[src/design/imsd_pkg.sv]
package imsd_pkg;

  // Fixed field widths of the block.
  localparam int unsigned MAG_W      = 16;
  localparam int unsigned LEVEL_W    = 15;
  localparam int unsigned THR_W      = 16;
  localparam int unsigned TIME_W     = 32;
  localparam int unsigned APB_ADDR_W = 5;
  localparam int unsigned APB_DATA_W = 32;

  // Averaging is new = (9 * old + motion) / 10, with the motion scaled up.
  localparam int unsigned AVG_MUL          = 9;
  localparam int unsigned AVG_DIV          = 10;
  // Extra numerator bits over the 16-bit motion: 9 * old + new stays below 10 * 2^16.
  localparam int unsigned AVG_NUM_EXTRA    = 4;
  localparam int unsigned DIV_BITS_PER_CYC = 4;

  // Register reset values.
  localparam logic [14:0] ONE_G_RST     = 15'd8192;
  localparam logic [15:0] STEP_HIGH_RST = 16'd10240;
  localparam logic [15:0] STEP_LOW_RST  = 16'd6963;
  localparam logic [15:0] DEBOUNCE_RST  = 16'd250;
  localparam logic [15:0] WRIST_THR_RST = 16'd9600;

  typedef enum logic [2:0] {
    REG_ONE_G      = 3'd0,
    REG_STEP_HIGH  = 3'd1,
    REG_STEP_LOW   = 3'd2,
    REG_DEBOUNCE   = 3'd3,
    REG_WRIST_RATE = 3'd4
  } reg_idx_e;

  typedef enum logic [1:0] {
    AXIS_X = 2'd0,
    AXIS_Y = 2'd1,
    AXIS_Z = 2'd2
  } axis_sel_e;

  typedef struct packed {
    logic [14:0] one_g;
    logic [15:0] step_high_threshold;
    logic [15:0] step_low_threshold;
    logic [15:0] debounce_ms;
    logic [15:0] wrist_rate_threshold;
  } cfg_t;

  typedef struct packed {
    logic      load;
    logic      square;
    axis_sel_e sq_sel;
    logic      root_step;
    logic      post;
    logic      div_step;
    logic      commit;
  } dp_cmd_t;

  // Number of divide-by-ten steps, four quotient bits per cycle.
  function automatic int unsigned div_digits(int unsigned frac_bits);
    return (MAG_W + AVG_NUM_EXTRA + frac_bits + DIV_BITS_PER_CYC - 1) / DIV_BITS_PER_CYC;
  endfunction

endpackage

[src/design/imsd_regs.sv]
module imsd_regs (
  input  logic                              clk_i,
  input  logic                              rst_ni,
  input  logic                              psel,
  input  logic                              penable,
  input  logic                              pwrite,
  input  logic [imsd_pkg::APB_ADDR_W-1:0]   paddr,
  input  logic [imsd_pkg::APB_DATA_W-1:0]   pwdata,
  output logic [imsd_pkg::APB_DATA_W-1:0]   prdata,
  output logic                              pready,
  output imsd_pkg::cfg_t                    cfg_o
);
  import imsd_pkg::*;

  cfg_t       cfg_q, cfg_d;
  logic       wr_en;
  logic [2:0] reg_idx;

  assign pready  = 1'b1;
  assign wr_en   = psel && penable && pwrite;
  assign reg_idx = paddr[APB_ADDR_W-1:2];

  always_comb begin
    cfg_d = cfg_q;
    if (wr_en) begin
      unique case (reg_idx)
        REG_ONE_G:      cfg_d.one_g                = pwdata[14:0];
        REG_STEP_HIGH:  cfg_d.step_high_threshold  = pwdata[15:0];
        REG_STEP_LOW:   cfg_d.step_low_threshold   = pwdata[15:0];
        REG_DEBOUNCE:   cfg_d.debounce_ms          = pwdata[15:0];
        REG_WRIST_RATE: cfg_d.wrist_rate_threshold = pwdata[15:0];
        default: ;
      endcase
    end
  end

  always_comb begin
    unique case (reg_idx)
      REG_ONE_G:      prdata = APB_DATA_W'(cfg_q.one_g);
      REG_STEP_HIGH:  prdata = APB_DATA_W'(cfg_q.step_high_threshold);
      REG_STEP_LOW:   prdata = APB_DATA_W'(cfg_q.step_low_threshold);
      REG_DEBOUNCE:   prdata = APB_DATA_W'(cfg_q.debounce_ms);
      REG_WRIST_RATE: prdata = APB_DATA_W'(cfg_q.wrist_rate_threshold);
      default:        prdata = '0;
    endcase
  end

  always_ff @(posedge clk_i or negedge rst_ni) begin
    if (!rst_ni) begin
      cfg_q.one_g                <= ONE_G_RST;
      cfg_q.step_high_threshold  <= STEP_HIGH_RST;
      cfg_q.step_low_threshold   <= STEP_LOW_RST;
      cfg_q.debounce_ms          <= DEBOUNCE_RST;
      cfg_q.wrist_rate_threshold <= WRIST_THR_RST;
    end else begin
      cfg_q <= cfg_d;
    end
  end

  assign cfg_o = cfg_q;

endmodule

[src/design/imsd_ctrl.sv]
module imsd_ctrl #(
  parameter int unsigned SAMPLE_BITS           = 16,
  parameter int unsigned AVERAGE_FRACTION_BITS = 8
) (
  input  logic              clk_i,
  input  logic              rst_ni,
  input  logic              in_valid_i,
  output logic              in_ready_o,
  output logic              out_valid_o,
  input  logic              out_ready_i,
  output imsd_pkg::dp_cmd_t cmd_o
);
  import imsd_pkg::*;

  localparam int unsigned DIGITS  = div_digits(AVERAGE_FRACTION_BITS);
  localparam int unsigned CNT_MAX = (SAMPLE_BITS > DIGITS) ? SAMPLE_BITS : DIGITS;
  localparam int unsigned CNT_W   = $clog2(CNT_MAX);

  typedef enum logic [2:0] {
    ST_IDLE,
    ST_SQUARE,
    ST_ROOT,
    ST_POST,
    ST_DIV,
    ST_COMMIT
  } state_e;

  state_e           state_q, state_d;
  logic [CNT_W-1:0] cnt_q, cnt_d;
  logic             out_valid_q, out_valid_d;
  dp_cmd_t          cmd;

  always_comb begin
    state_d    = state_q;
    cnt_d      = cnt_q;
    cmd        = '0;
    cmd.sq_sel = AXIS_X;
    in_ready_o = 1'b0;
    unique case (state_q)
      ST_IDLE: begin
        in_ready_o = 1'b1;
        if (in_valid_i) begin
          cmd.load = 1'b1;
          cnt_d    = '0;
          state_d  = ST_SQUARE;
        end
      end
      ST_SQUARE: begin
        cmd.square = 1'b1;
        cmd.sq_sel = axis_sel_e'(cnt_q[1:0]);
        if (cnt_q == CNT_W'(AXIS_Z)) begin
          cnt_d   = '0;
          state_d = ST_ROOT;
        end else begin
          cnt_d = cnt_q + CNT_W'(1);
        end
      end
      ST_ROOT: begin
        cmd.root_step = 1'b1;
        if (cnt_q == CNT_W'(SAMPLE_BITS - 1)) begin
          cnt_d   = '0;
          state_d = ST_POST;
        end else begin
          cnt_d = cnt_q + CNT_W'(1);
        end
      end
      ST_POST: begin
        cmd.post = 1'b1;
        cnt_d    = '0;
        state_d  = ST_DIV;
      end
      ST_DIV: begin
        cmd.div_step = 1'b1;
        if (cnt_q == CNT_W'(DIGITS - 1)) begin
          state_d = ST_COMMIT;
        end else begin
          cnt_d = cnt_q + CNT_W'(1);
        end
      end
      ST_COMMIT: begin
        if (!out_valid_q || out_ready_i) begin
          cmd.commit = 1'b1;
          state_d    = ST_IDLE;
        end
      end
      default: state_d = ST_IDLE;
    endcase

    if (cmd.commit) begin
      out_valid_d = 1'b1;
    end else if (out_ready_i) begin
      out_valid_d = 1'b0;
    end else begin
      out_valid_d = out_valid_q;
    end
  end

  always_ff @(posedge clk_i or negedge rst_ni) begin
    if (!rst_ni) begin
      state_q     <= ST_IDLE;
      cnt_q       <= '0;
      out_valid_q <= 1'b0;
    end else begin
      state_q     <= state_d;
      cnt_q       <= cnt_d;
      out_valid_q <= out_valid_d;
    end
  end

  assign out_valid_o = out_valid_q;
  assign cmd_o       = cmd;

  // A new result must never overwrite one that is still waiting.
  a_commit_free: assert property (@(posedge clk_i) disable iff (!rst_ni)
    cmd.commit |-> (!out_valid_q || out_ready_i))
    else $error("result committed over a pending result");

  // An accepted item always starts the squaring phase.
  a_accept_start: assert property (@(posedge clk_i) disable iff (!rst_ni)
    (in_valid_i && in_ready_o) |=> (state_q == ST_SQUARE))
    else $error("accepted item did not start processing");

endmodule

[src/design/imsd_dpath.sv]
module imsd_dpath #(
  parameter int unsigned SAMPLE_BITS           = 16,
  parameter int unsigned AVERAGE_FRACTION_BITS = 8,
  parameter int unsigned STEP_COUNT_BITS       = 32
) (
  input  logic                                clk_i,
  input  logic                                rst_ni,
  input  imsd_pkg::dp_cmd_t                   cmd_i,
  input  imsd_pkg::cfg_t                      cfg_i,
  input  logic signed [SAMPLE_BITS-1:0]       accel_x_i,
  input  logic signed [SAMPLE_BITS-1:0]       accel_y_i,
  input  logic signed [SAMPLE_BITS-1:0]       accel_z_i,
  input  logic signed [SAMPLE_BITS-1:0]       gyro_y_i,
  input  logic                                gyro_valid_i,
  input  logic [imsd_pkg::TIME_W-1:0]         time_ms_i,
  input  logic                                consume_wrist_i,
  output logic [imsd_pkg::MAG_W-1:0]          magnitude_o,
  output logic [imsd_pkg::MAG_W-1:0]          motion_raw_o,
  output logic [imsd_pkg::LEVEL_W-1:0]        motion_level_o,
  output logic [STEP_COUNT_BITS-1:0]          step_count_o,
  output logic                                step_taken_o,
  output logic                                wrist_raised_o
);
  import imsd_pkg::*;

  localparam int unsigned S      = SAMPLE_BITS;
  localparam int unsigned F      = AVERAGE_FRACTION_BITS;
  localparam int unsigned SUM_W  = 2 * S;
  localparam int unsigned REM_W  = S + 1;
  localparam int unsigned AVG_W  = MAG_W + F;
  localparam int unsigned NUM_W  = AVG_W + AVG_NUM_EXTRA;
  localparam int unsigned NUM_PW = DIV_BITS_PER_CYC * div_digits(F);
  localparam int unsigned CMP_W  = S + THR_W;

  // Captured item.
  logic [S-1:0]      ax_q, ay_q, az_q, gy_q;
  logic              gvalid_q, consume_q;
  logic [TIME_W-1:0] time_q;

  // Square, root and divide working registers.
  logic [SUM_W-1:0]  sum_q;
  logic [REM_W-1:0]  rem_q;
  logic [S-1:0]      root_q;
  logic [MAG_W-1:0]  mag_q, motion_q;
  logic [NUM_PW-1:0] num_q;
  logic [3:0]        div_rem_q;

  // Running state.
  logic [AVG_W-1:0]           avg_q;
  logic                       peak_q;
  logic [TIME_W-1:0]          last_q;
  logic [STEP_COUNT_BITS-1:0] steps_q;
  logic                       wrist_q;

  logic [S-1:0]      ax_abs, ay_abs, az_abs, gy_abs, sq_op;
  logic [SUM_W-1:0]  sq_prod;
  logic [REM_W+1:0]  rem_sh, trial;
  logic              root_bit;
  logic [S+MAG_W-1:0] root_ext;
  logic [MAG_W-1:0]  mag_c, motion_c, one_g_ext;
  logic [NUM_W-1:0]  num_init;
  logic [NUM_PW-1:0] num_nxt;
  logic [4:0]        div_r;
  logic [MAG_W-1:0]  level_raw;
  logic [LEVEL_W-1:0] level_c;
  logic [TIME_W-1:0] elapsed;
  logic              peak_start, step_c, gyro_over, wrist_now;

  always_comb begin
    ax_abs = accel_x_i[S-1] ? S'(-accel_x_i) : S'(accel_x_i);
    ay_abs = accel_y_i[S-1] ? S'(-accel_y_i) : S'(accel_y_i);
    az_abs = accel_z_i[S-1] ? S'(-accel_z_i) : S'(accel_z_i);
    gy_abs = gyro_y_i[S-1]  ? S'(-gyro_y_i)  : S'(gyro_y_i);
  end

  // One shared multiplier squares the three axes on successive cycles.
  always_comb begin
    case (cmd_i.sq_sel)
      AXIS_X:  sq_op = ax_q;
      AXIS_Y:  sq_op = ay_q;
      AXIS_Z:  sq_op = az_q;
      default: sq_op = '0;
    endcase
    sq_prod = SUM_W'(sq_op) * SUM_W'(sq_op);
  end

  // Restoring square root, one result bit per cycle.
  always_comb begin
    rem_sh   = {rem_q, sum_q[SUM_W-1 -: 2]};
    trial    = {1'b0, root_q, 2'b01};
    root_bit = (rem_sh >= trial);
  end

  // Magnitude saturation and distance from one g.
  always_comb begin
    root_ext  = (S + MAG_W)'(root_q);
    mag_c     = (|root_ext[S+MAG_W-1:MAG_W]) ? '1 : root_ext[MAG_W-1:0];
    one_g_ext = MAG_W'(cfg_i.one_g);
    motion_c  = (mag_c >= one_g_ext) ? (mag_c - one_g_ext) : (one_g_ext - mag_c);
    num_init  = NUM_W'({avg_q, 3'b000}) + NUM_W'(avg_q) + (NUM_W'(motion_c) << F);
  end

  // Divide by ten, four quotient bits a cycle; quotient bits shift in at the bottom.
  always_comb begin
    div_r   = {1'b0, div_rem_q};
    num_nxt = num_q;
    for (int k = 0; k < DIV_BITS_PER_CYC; k++) begin
      div_r   = {div_r[3:0], num_nxt[NUM_PW-1]};
      num_nxt = {num_nxt[NUM_PW-2:0], 1'b0};
      if (div_r >= 5'(AVG_DIV)) begin
        div_r      = div_r - 5'(AVG_DIV);
        num_nxt[0] = 1'b1;
      end
    end
  end

  // Result and state update once the new average is known.
  always_comb begin
    level_raw  = num_q[AVG_W-1:F];
    level_c    = (level_raw > MAG_W'(cfg_i.one_g)) ? cfg_i.one_g : level_raw[LEVEL_W-1:0];
    elapsed    = time_q - last_q;
    peak_start = (mag_q > cfg_i.step_high_threshold) && !peak_q;
    step_c     = peak_start && (elapsed > TIME_W'(cfg_i.debounce_ms));
    gyro_over  = CMP_W'(gy_q) > CMP_W'(cfg_i.wrist_rate_threshold);
    wrist_now  = wrist_q || (gvalid_q && gyro_over);
  end

  always_ff @(posedge clk_i) begin
    if (cmd_i.load) begin
      ax_q      <= ax_abs;
      ay_q      <= ay_abs;
      az_q      <= az_abs;
      gy_q      <= gy_abs;
      gvalid_q  <= gyro_valid_i;
      consume_q <= consume_wrist_i;
      time_q    <= time_ms_i;
      sum_q     <= '0;
      rem_q     <= '0;
      root_q    <= '0;
    end else if (cmd_i.square) begin
      sum_q <= sum_q + sq_prod;
    end else if (cmd_i.root_step) begin
      sum_q <= sum_q << 2;
      if (root_bit) begin
        rem_q <= REM_W'(rem_sh - trial);
      end else begin
        rem_q <= REM_W'(rem_sh);
      end
      root_q <= {root_q[S-2:0], root_bit};
    end
    if (cmd_i.post) begin
      mag_q    <= mag_c;
      motion_q <= motion_c;
      num_q    <= NUM_PW'(num_init);
    end else if (cmd_i.div_step) begin
      num_q <= num_nxt;
    end
    if (cmd_i.commit) begin
      magnitude_o    <= mag_q;
      motion_raw_o   <= motion_q;
      motion_level_o <= level_c;
      step_count_o   <= step_c ? (steps_q + STEP_COUNT_BITS'(1)) : steps_q;
      step_taken_o   <= step_c;
      wrist_raised_o <= wrist_now;
    end
  end

  always_ff @(posedge clk_i or negedge rst_ni) begin
    if (!rst_ni) begin
      div_rem_q <= '0;
      avg_q     <= '0;
      peak_q    <= 1'b0;
      last_q    <= '0;
      steps_q   <= '0;
      wrist_q   <= 1'b0;
    end else begin
      if (cmd_i.post) begin
        div_rem_q <= '0;
      end else if (cmd_i.div_step) begin
        div_rem_q <= div_r[3:0];
      end
      if (cmd_i.commit) begin
        avg_q   <= num_q[AVG_W-1:0];
        wrist_q <= consume_q ? 1'b0 : wrist_now;
        if (peak_start) begin
          peak_q <= 1'b1;
        end else if (mag_q < cfg_i.step_low_threshold) begin
          peak_q <= 1'b0;
        end
        if (step_c) begin
          steps_q <= steps_q + STEP_COUNT_BITS'(1);
          last_q  <= time_q;
        end
      end
    end
  end

  // The divider remainder always stays a decimal digit.
  a_div_rem: assert property (@(posedge clk_i) disable iff (!rst_ni)
    div_rem_q < 4'(AVG_DIV))
    else $error("divide-by-ten remainder out of range");

  // A counted step advances the counter by exactly one.
  a_step_inc: assert property (@(posedge clk_i) disable iff (!rst_ni)
    (cmd_i.commit && step_c) |=> (steps_q == $past(steps_q) + STEP_COUNT_BITS'(1)))
    else $error("step counter did not advance");

  // The counter moves only when a result is committed.
  a_step_hold: assert property (@(posedge clk_i) disable iff (!rst_ni)
    !cmd_i.commit |=> $stable(steps_q))
    else $error("step counter changed outside a commit");

endmodule

[src/design/imu_motion_step_detector.sv]
// Channel   Direction  Handshake                      Contents
// s_axis    in         s_axis_tvalid_i/tready_o       one IMU sample item
// m_axis    out        m_axis_tvalid_o/tready_i       one result item per sample
// apb       in/out     psel, penable, pwrite, pready  five configuration registers
//
// After an item is accepted, the shared multiplier squares the three axes, the restoring
// square root forms the magnitude (one bit per cycle), the average numerator is formed,
// the divide by ten of the average runs (four bits per cycle) and a commit step loads
// the output register; the block then returns to idle and can accept the next item.
// One item is in work at a time.
// The output register holds a finished result while the next item is accepted and worked
// on; a stall on the output side only stops the block when the next result is ready.
// Reset is asynchronous and active low; it clears the averaging, step and wrist state
// and loads the register defaults.
module imu_motion_step_detector #(
  parameter int unsigned SAMPLE_BITS           = 16,
  parameter int unsigned AVERAGE_FRACTION_BITS = 8,
  parameter int unsigned STEP_COUNT_BITS       = 32
) (
  input  logic                                    clk_i,
  input  logic                                    rst_ni,
  // Bits from the lowest: accel_x, accel_y, accel_z, gyro_y (SAMPLE_BITS each),
  // gyro_valid, time_ms (32), consume_wrist, zero fill to whole bytes.
  input  logic [((4*SAMPLE_BITS+34+7)/8)*8-1:0]  s_axis_tdata_i,
  input  logic                                    s_axis_tvalid_i,
  output logic                                    s_axis_tready_o,
  // Bits from the lowest: magnitude (16), motion_raw (16), motion_level (15),
  // step_count (STEP_COUNT_BITS), step_taken, wrist_raised, zero fill to whole bytes.
  output logic [((STEP_COUNT_BITS+49+7)/8)*8-1:0] m_axis_tdata_o,
  output logic                                    m_axis_tvalid_o,
  input  logic                                    m_axis_tready_i,
  input  logic                                    psel,
  input  logic                                    penable,
  input  logic                                    pwrite,
  input  logic [imsd_pkg::APB_ADDR_W-1:0]         paddr,
  input  logic [imsd_pkg::APB_DATA_W-1:0]         pwdata,
  output logic [imsd_pkg::APB_DATA_W-1:0]         prdata,
  output logic                                    pready
);
  import imsd_pkg::*;

  localparam int unsigned S         = SAMPLE_BITS;
  localparam int unsigned TIME_LSB  = 4 * S + 1;
  localparam int unsigned CONS_BIT  = 4 * S + TIME_W + 1;
  localparam int unsigned LVL_LSB   = 2 * MAG_W;
  localparam int unsigned CNT_LSB   = LVL_LSB + LEVEL_W;
  localparam int unsigned TAKEN_BIT = CNT_LSB + STEP_COUNT_BITS;
  localparam int unsigned OUT_RAW   = TAKEN_BIT + 2;

  cfg_t    cfg;
  dp_cmd_t cmd;

  logic [MAG_W-1:0]           magnitude, motion_raw;
  logic [LEVEL_W-1:0]         motion_level;
  logic [STEP_COUNT_BITS-1:0] step_count;
  logic                       step_taken, wrist_raised;

  imsd_regs u_regs (
    .clk_i   (clk_i),
    .rst_ni  (rst_ni),
    .psel    (psel),
    .penable (penable),
    .pwrite  (pwrite),
    .paddr   (paddr),
    .pwdata  (pwdata),
    .prdata  (prdata),
    .pready  (pready),
    .cfg_o   (cfg)
  );

  imsd_ctrl #(
    .SAMPLE_BITS           (SAMPLE_BITS),
    .AVERAGE_FRACTION_BITS (AVERAGE_FRACTION_BITS)
  ) u_ctrl (
    .clk_i       (clk_i),
    .rst_ni      (rst_ni),
    .in_valid_i  (s_axis_tvalid_i),
    .in_ready_o  (s_axis_tready_o),
    .out_valid_o (m_axis_tvalid_o),
    .out_ready_i (m_axis_tready_i),
    .cmd_o       (cmd)
  );

  imsd_dpath #(
    .SAMPLE_BITS           (SAMPLE_BITS),
    .AVERAGE_FRACTION_BITS (AVERAGE_FRACTION_BITS),
    .STEP_COUNT_BITS       (STEP_COUNT_BITS)
  ) u_dpath (
    .clk_i           (clk_i),
    .rst_ni          (rst_ni),
    .cmd_i           (cmd),
    .cfg_i           (cfg),
    .accel_x_i       (s_axis_tdata_i[0 +: S]),
    .accel_y_i       (s_axis_tdata_i[S +: S]),
    .accel_z_i       (s_axis_tdata_i[2*S +: S]),
    .gyro_y_i        (s_axis_tdata_i[3*S +: S]),
    .gyro_valid_i    (s_axis_tdata_i[4*S]),
    .time_ms_i       (s_axis_tdata_i[TIME_LSB +: TIME_W]),
    .consume_wrist_i (s_axis_tdata_i[CONS_BIT]),
    .magnitude_o     (magnitude),
    .motion_raw_o    (motion_raw),
    .motion_level_o  (motion_level),
    .step_count_o    (step_count),
    .step_taken_o    (step_taken),
    .wrist_raised_o  (wrist_raised)
  );

  always_comb begin
    m_axis_tdata_o              = '0;
    m_axis_tdata_o[OUT_RAW-1:0] = {wrist_raised, step_taken, step_count, motion_level,
                                   motion_raw, magnitude};
  end

endmodule

[config.mk]
export PLATFORM = sky130hd
export DESIGN_NAME = imu_motion_step_detector
export DESIGN_NICKNAME = d
export VERILOG_FILES = /design/src/design/imsd_pkg.sv /design/src/design/imsd_regs.sv /design/src/design/imsd_ctrl.sv /design/src/design/imsd_dpath.sv /design/src/design/imu_motion_step_detector.sv
export SDC_FILE = /design/constraint.sdc
export NUM_CORES = 2
export LEC_CHECK = 0
export ABC_AREA = 1
export BUFFER_PORTS_ARGS = -buffer_cell sky130_fd_sc_hd__buf_2
export CAP_MARGIN = 25
export CORE_MARGIN = 2
export CORE_UTILIZATION = 56
export DETAILED_ROUTE_END_ITERATION = 16
export GPL_TIMING_DRIVEN = 1
export PLACE_DENSITY = 0.78
export REMOVE_ABC_BUFFERS = 1
export SETUP_SLACK_MARGIN = 0.05
export SYNTH_ARGS = -nofsm -noshare
export SYNTH_HDL_FRONTEND = slang
export SYNTH_HIERARCHICAL = 1
export SYNTH_SLANG_ARGS = --single-unit
[constraint.sdc]
create_clock -name clk_i -period 8.8 [get_ports clk_i]
set_input_delay 0.44 -clock clk_i [delete_from_list [all_inputs] [get_ports clk_i]]
set_output_delay 0.44 -clock clk_i [all_outputs]
set_load 0.05 [all_outputs]
==> metrics <==
outcome=finished clean; clk root buf=clkbuf_16; Netlist Area Pre-Place=37,100 um2; setup TNS=0 ns; Syn Area/Cell=8.27 um2; multi-input logic area=20,400 um2; Max Freq=123 MHz; Slowest-stage cell, CP=nor2_1; DR DRC count=0; area of the die=68,300 um2; die height=261 um; most used cell, CP=fa_1; initial drt markers=2,855; cell count after synthesis=4,486; num ports=271; Placer Congestion=0.986; flops & latches, synth=485; Critical Path AT=8.57 ns; Synth top area share=19.4%; Setup Buffers After CTS=0; Initial Util=56.5%; number of flops mapped to enable cells by yosys=239; Skew-Pair Late Insertion Delay=0.61 ns; CTS tree=done; peak fanout along the critical path=16; Final setup viols=0; TritonRoute pass-1 iters=8; CP peak stage delay=0.77 ns; post-synth cell types=68; slew at the pin closest to its max-slew limit=1.04 ns; asr flop ratio synth=37.3%; Max-slew headroom=30.2%; Synth area leader=edfxtp_1; core area=65,600 um2; clock buffer count from CTS=51; largest cells by area after synthesis=edfxtp_1 (19%), fa_1 (12%), nand2_1 (11%), dfrtp_1 (11%), ha_1 (9.9%); Die X-Extent=261 um; drt via density=5.46; IO Port Bufs=222; Required @ worst endpoint=9.25 ns; Final Skew=0.0118 ns; largest net degree at the start of global routing=145; Post-Route WL=95,800 um; Clock transition at path regs=0.06 ns; clock buffer depth=3; critical setup path kind=reg2reg; GRT overflow=0; Ys Warns=6; fin nets=5,352; sequential-to-total area share from yosys stat=35.1%; Tcrit/Tclk final=92.3%; number of global-route vias before repair=30,000; clock sinks=485; Wirelength per Cell=17.1 um; first-pass GRT wire length=155,000 um; Pins Over Slew Limit=0; Main synth FF type=edfxtp_1; Overall Global Routing Usage=28.5%; CP Capture Type=register; fillers=5,590; max cap viols=0; Register Area=13,000 um2; initial antenna violation count=2; cell row count=94; final hold viol count=0; RSZ-0062 raised after global routing=no; CTS HTree Levels=2; Worst Hold Class=in2reg; vias=30,600; area delta synth->final=10.6%; share of cells above drive strength 1=9.41%; most common cell after layout, fill and taps aside=nand2_1; Startpoint Class=register; HPWL Detailed=73,300 um; antenna viol nets, final=0; clock period minus worst slack=8.12 ns; post-CTS sizing=0; most frequent cells in the layout=nand2_1 (1,110), inv_1 (776), ha_1 (293); CTS hold repair buffers=22
[flip-flops by register name, indices dropped and copies added, names as in the netlist, 17 cells and up]
signal                cells
u_regs/cfg_o             79
u_dpath/rem_q            17
u_dpath/avg_q            24
u_dpath/time_q           32
u_dpath/sum_q            32
u_dpath/num_q            28
u_dpath/last_q           32
u_dpath/step_count_o     32
u_dpath/steps_q          32
[routing by layer]
metal,up-vias,GRT usage [%],routed length (um)
met2,1114,47.2,45300
met4,0,10.5,3350
li1,14800,-,-
met5,-,0,0
met1,14500,38.3,40600
met3,197,3.89,6500
[path summary, 6_finish.rpt]
check / from / endpoint / slack [ns] / cells after the start
hold / removal: m_axis_tready_i / u_ctrl/out_valid_o$_DFFE_PN0P_ / 0.04 / 2
max in group asynchronous: rst_ni / u_ctrl/cnt_q[2]$_DFFE_PN0P_ / 6.36 / 4
setup reg to reg: u_ctrl/state_q[2]$_DFFE_PN0P_ / u_dpath/sum_q[28]$_SDFFE_PP0P_ / 0.68 / 28
min in group asynchronous: rst_ni / u_dpath/wrist_q$_DFFE_PN0P_ / 0.42 / 2
setup / recovery: u_ctrl/state_q[2]$_DFFE_PN0P_ / u_dpath/sum_q[28]$_SDFFE_PP0P_ / 0.68 / 28
hold reg to reg: u_dpath/motion_q[6]$_DFFE_PP_ / u_dpath/motion_raw_o[6]$_DFFE_PP_ / 0.42 / 0
[cells in the mapped netlist, types with 58 or more instances]
cell      number
a21oi_1      227
clkbuf_1      83
dfrtp_1      160
dfxtp_1       65
edfxtp_1     239
fa_1         215
ha_1         293
inv_1        776
nand2_1     1111
nand3_1      196
nand4_1       61
nor2_1       229
o21ai_0      195
o21ai_1       98
xnor2_1       58
xor2_1       100
[logic make-up after synthesis]
logic type / synth area share, %
and+or+nand+nor: 19.5
AOI/OAI and AO/OA: 9.99
DFF: 35.1
muxes: 0.115
other: 0.0304
buffers and inverters: 10.0
adders and majority gates: 21.5
xor gates and xnor gates: 3.73
[critical path, delay by kind of cell, from the launching register on]
family | cells | cell delay [ns]
and+or+nand+nor | 12 | 2.69
adders and majority gates | 7 | 3.48
AOI/OAI and AO/OA | 4 | 0.65
buffers and inverters | 5 | 0.61
DFF | 1 | 0.54
[stage by stage]
stage	cell area (um2)	cells	hold slack (ns)	util, %	setup slack [ns]
after CTS	41000	5602	0.00909	62.5	0.781
after detailed placement	39000	5484	0.405	59.4	0.781
after global placement	39000	5483	0.401	59.4	0.926
after floorplan	36400	4355	0.144	-	-3.72
after global routing	41000	5605	0.0277	62.5	0.324
final	41000	5605	0.0357	62.5	0.680
[cell type report]
cell class | instances | share of cell area (%)
multi-input cells | 3082 | 49.8
diodes | 2 | 0.0122
inverters | 788 | 7.22
clock inverters | 29 | 0.961
clock buffers | 67 | 3.38
repair buffers | 288 | 4.17
flip-flops and latches | 485 | 31.8
well taps | 864 | 2.64
Power is not shown: default switching activity piles up to over one toggle a cycle in this logic, so the estimate is an artifact.
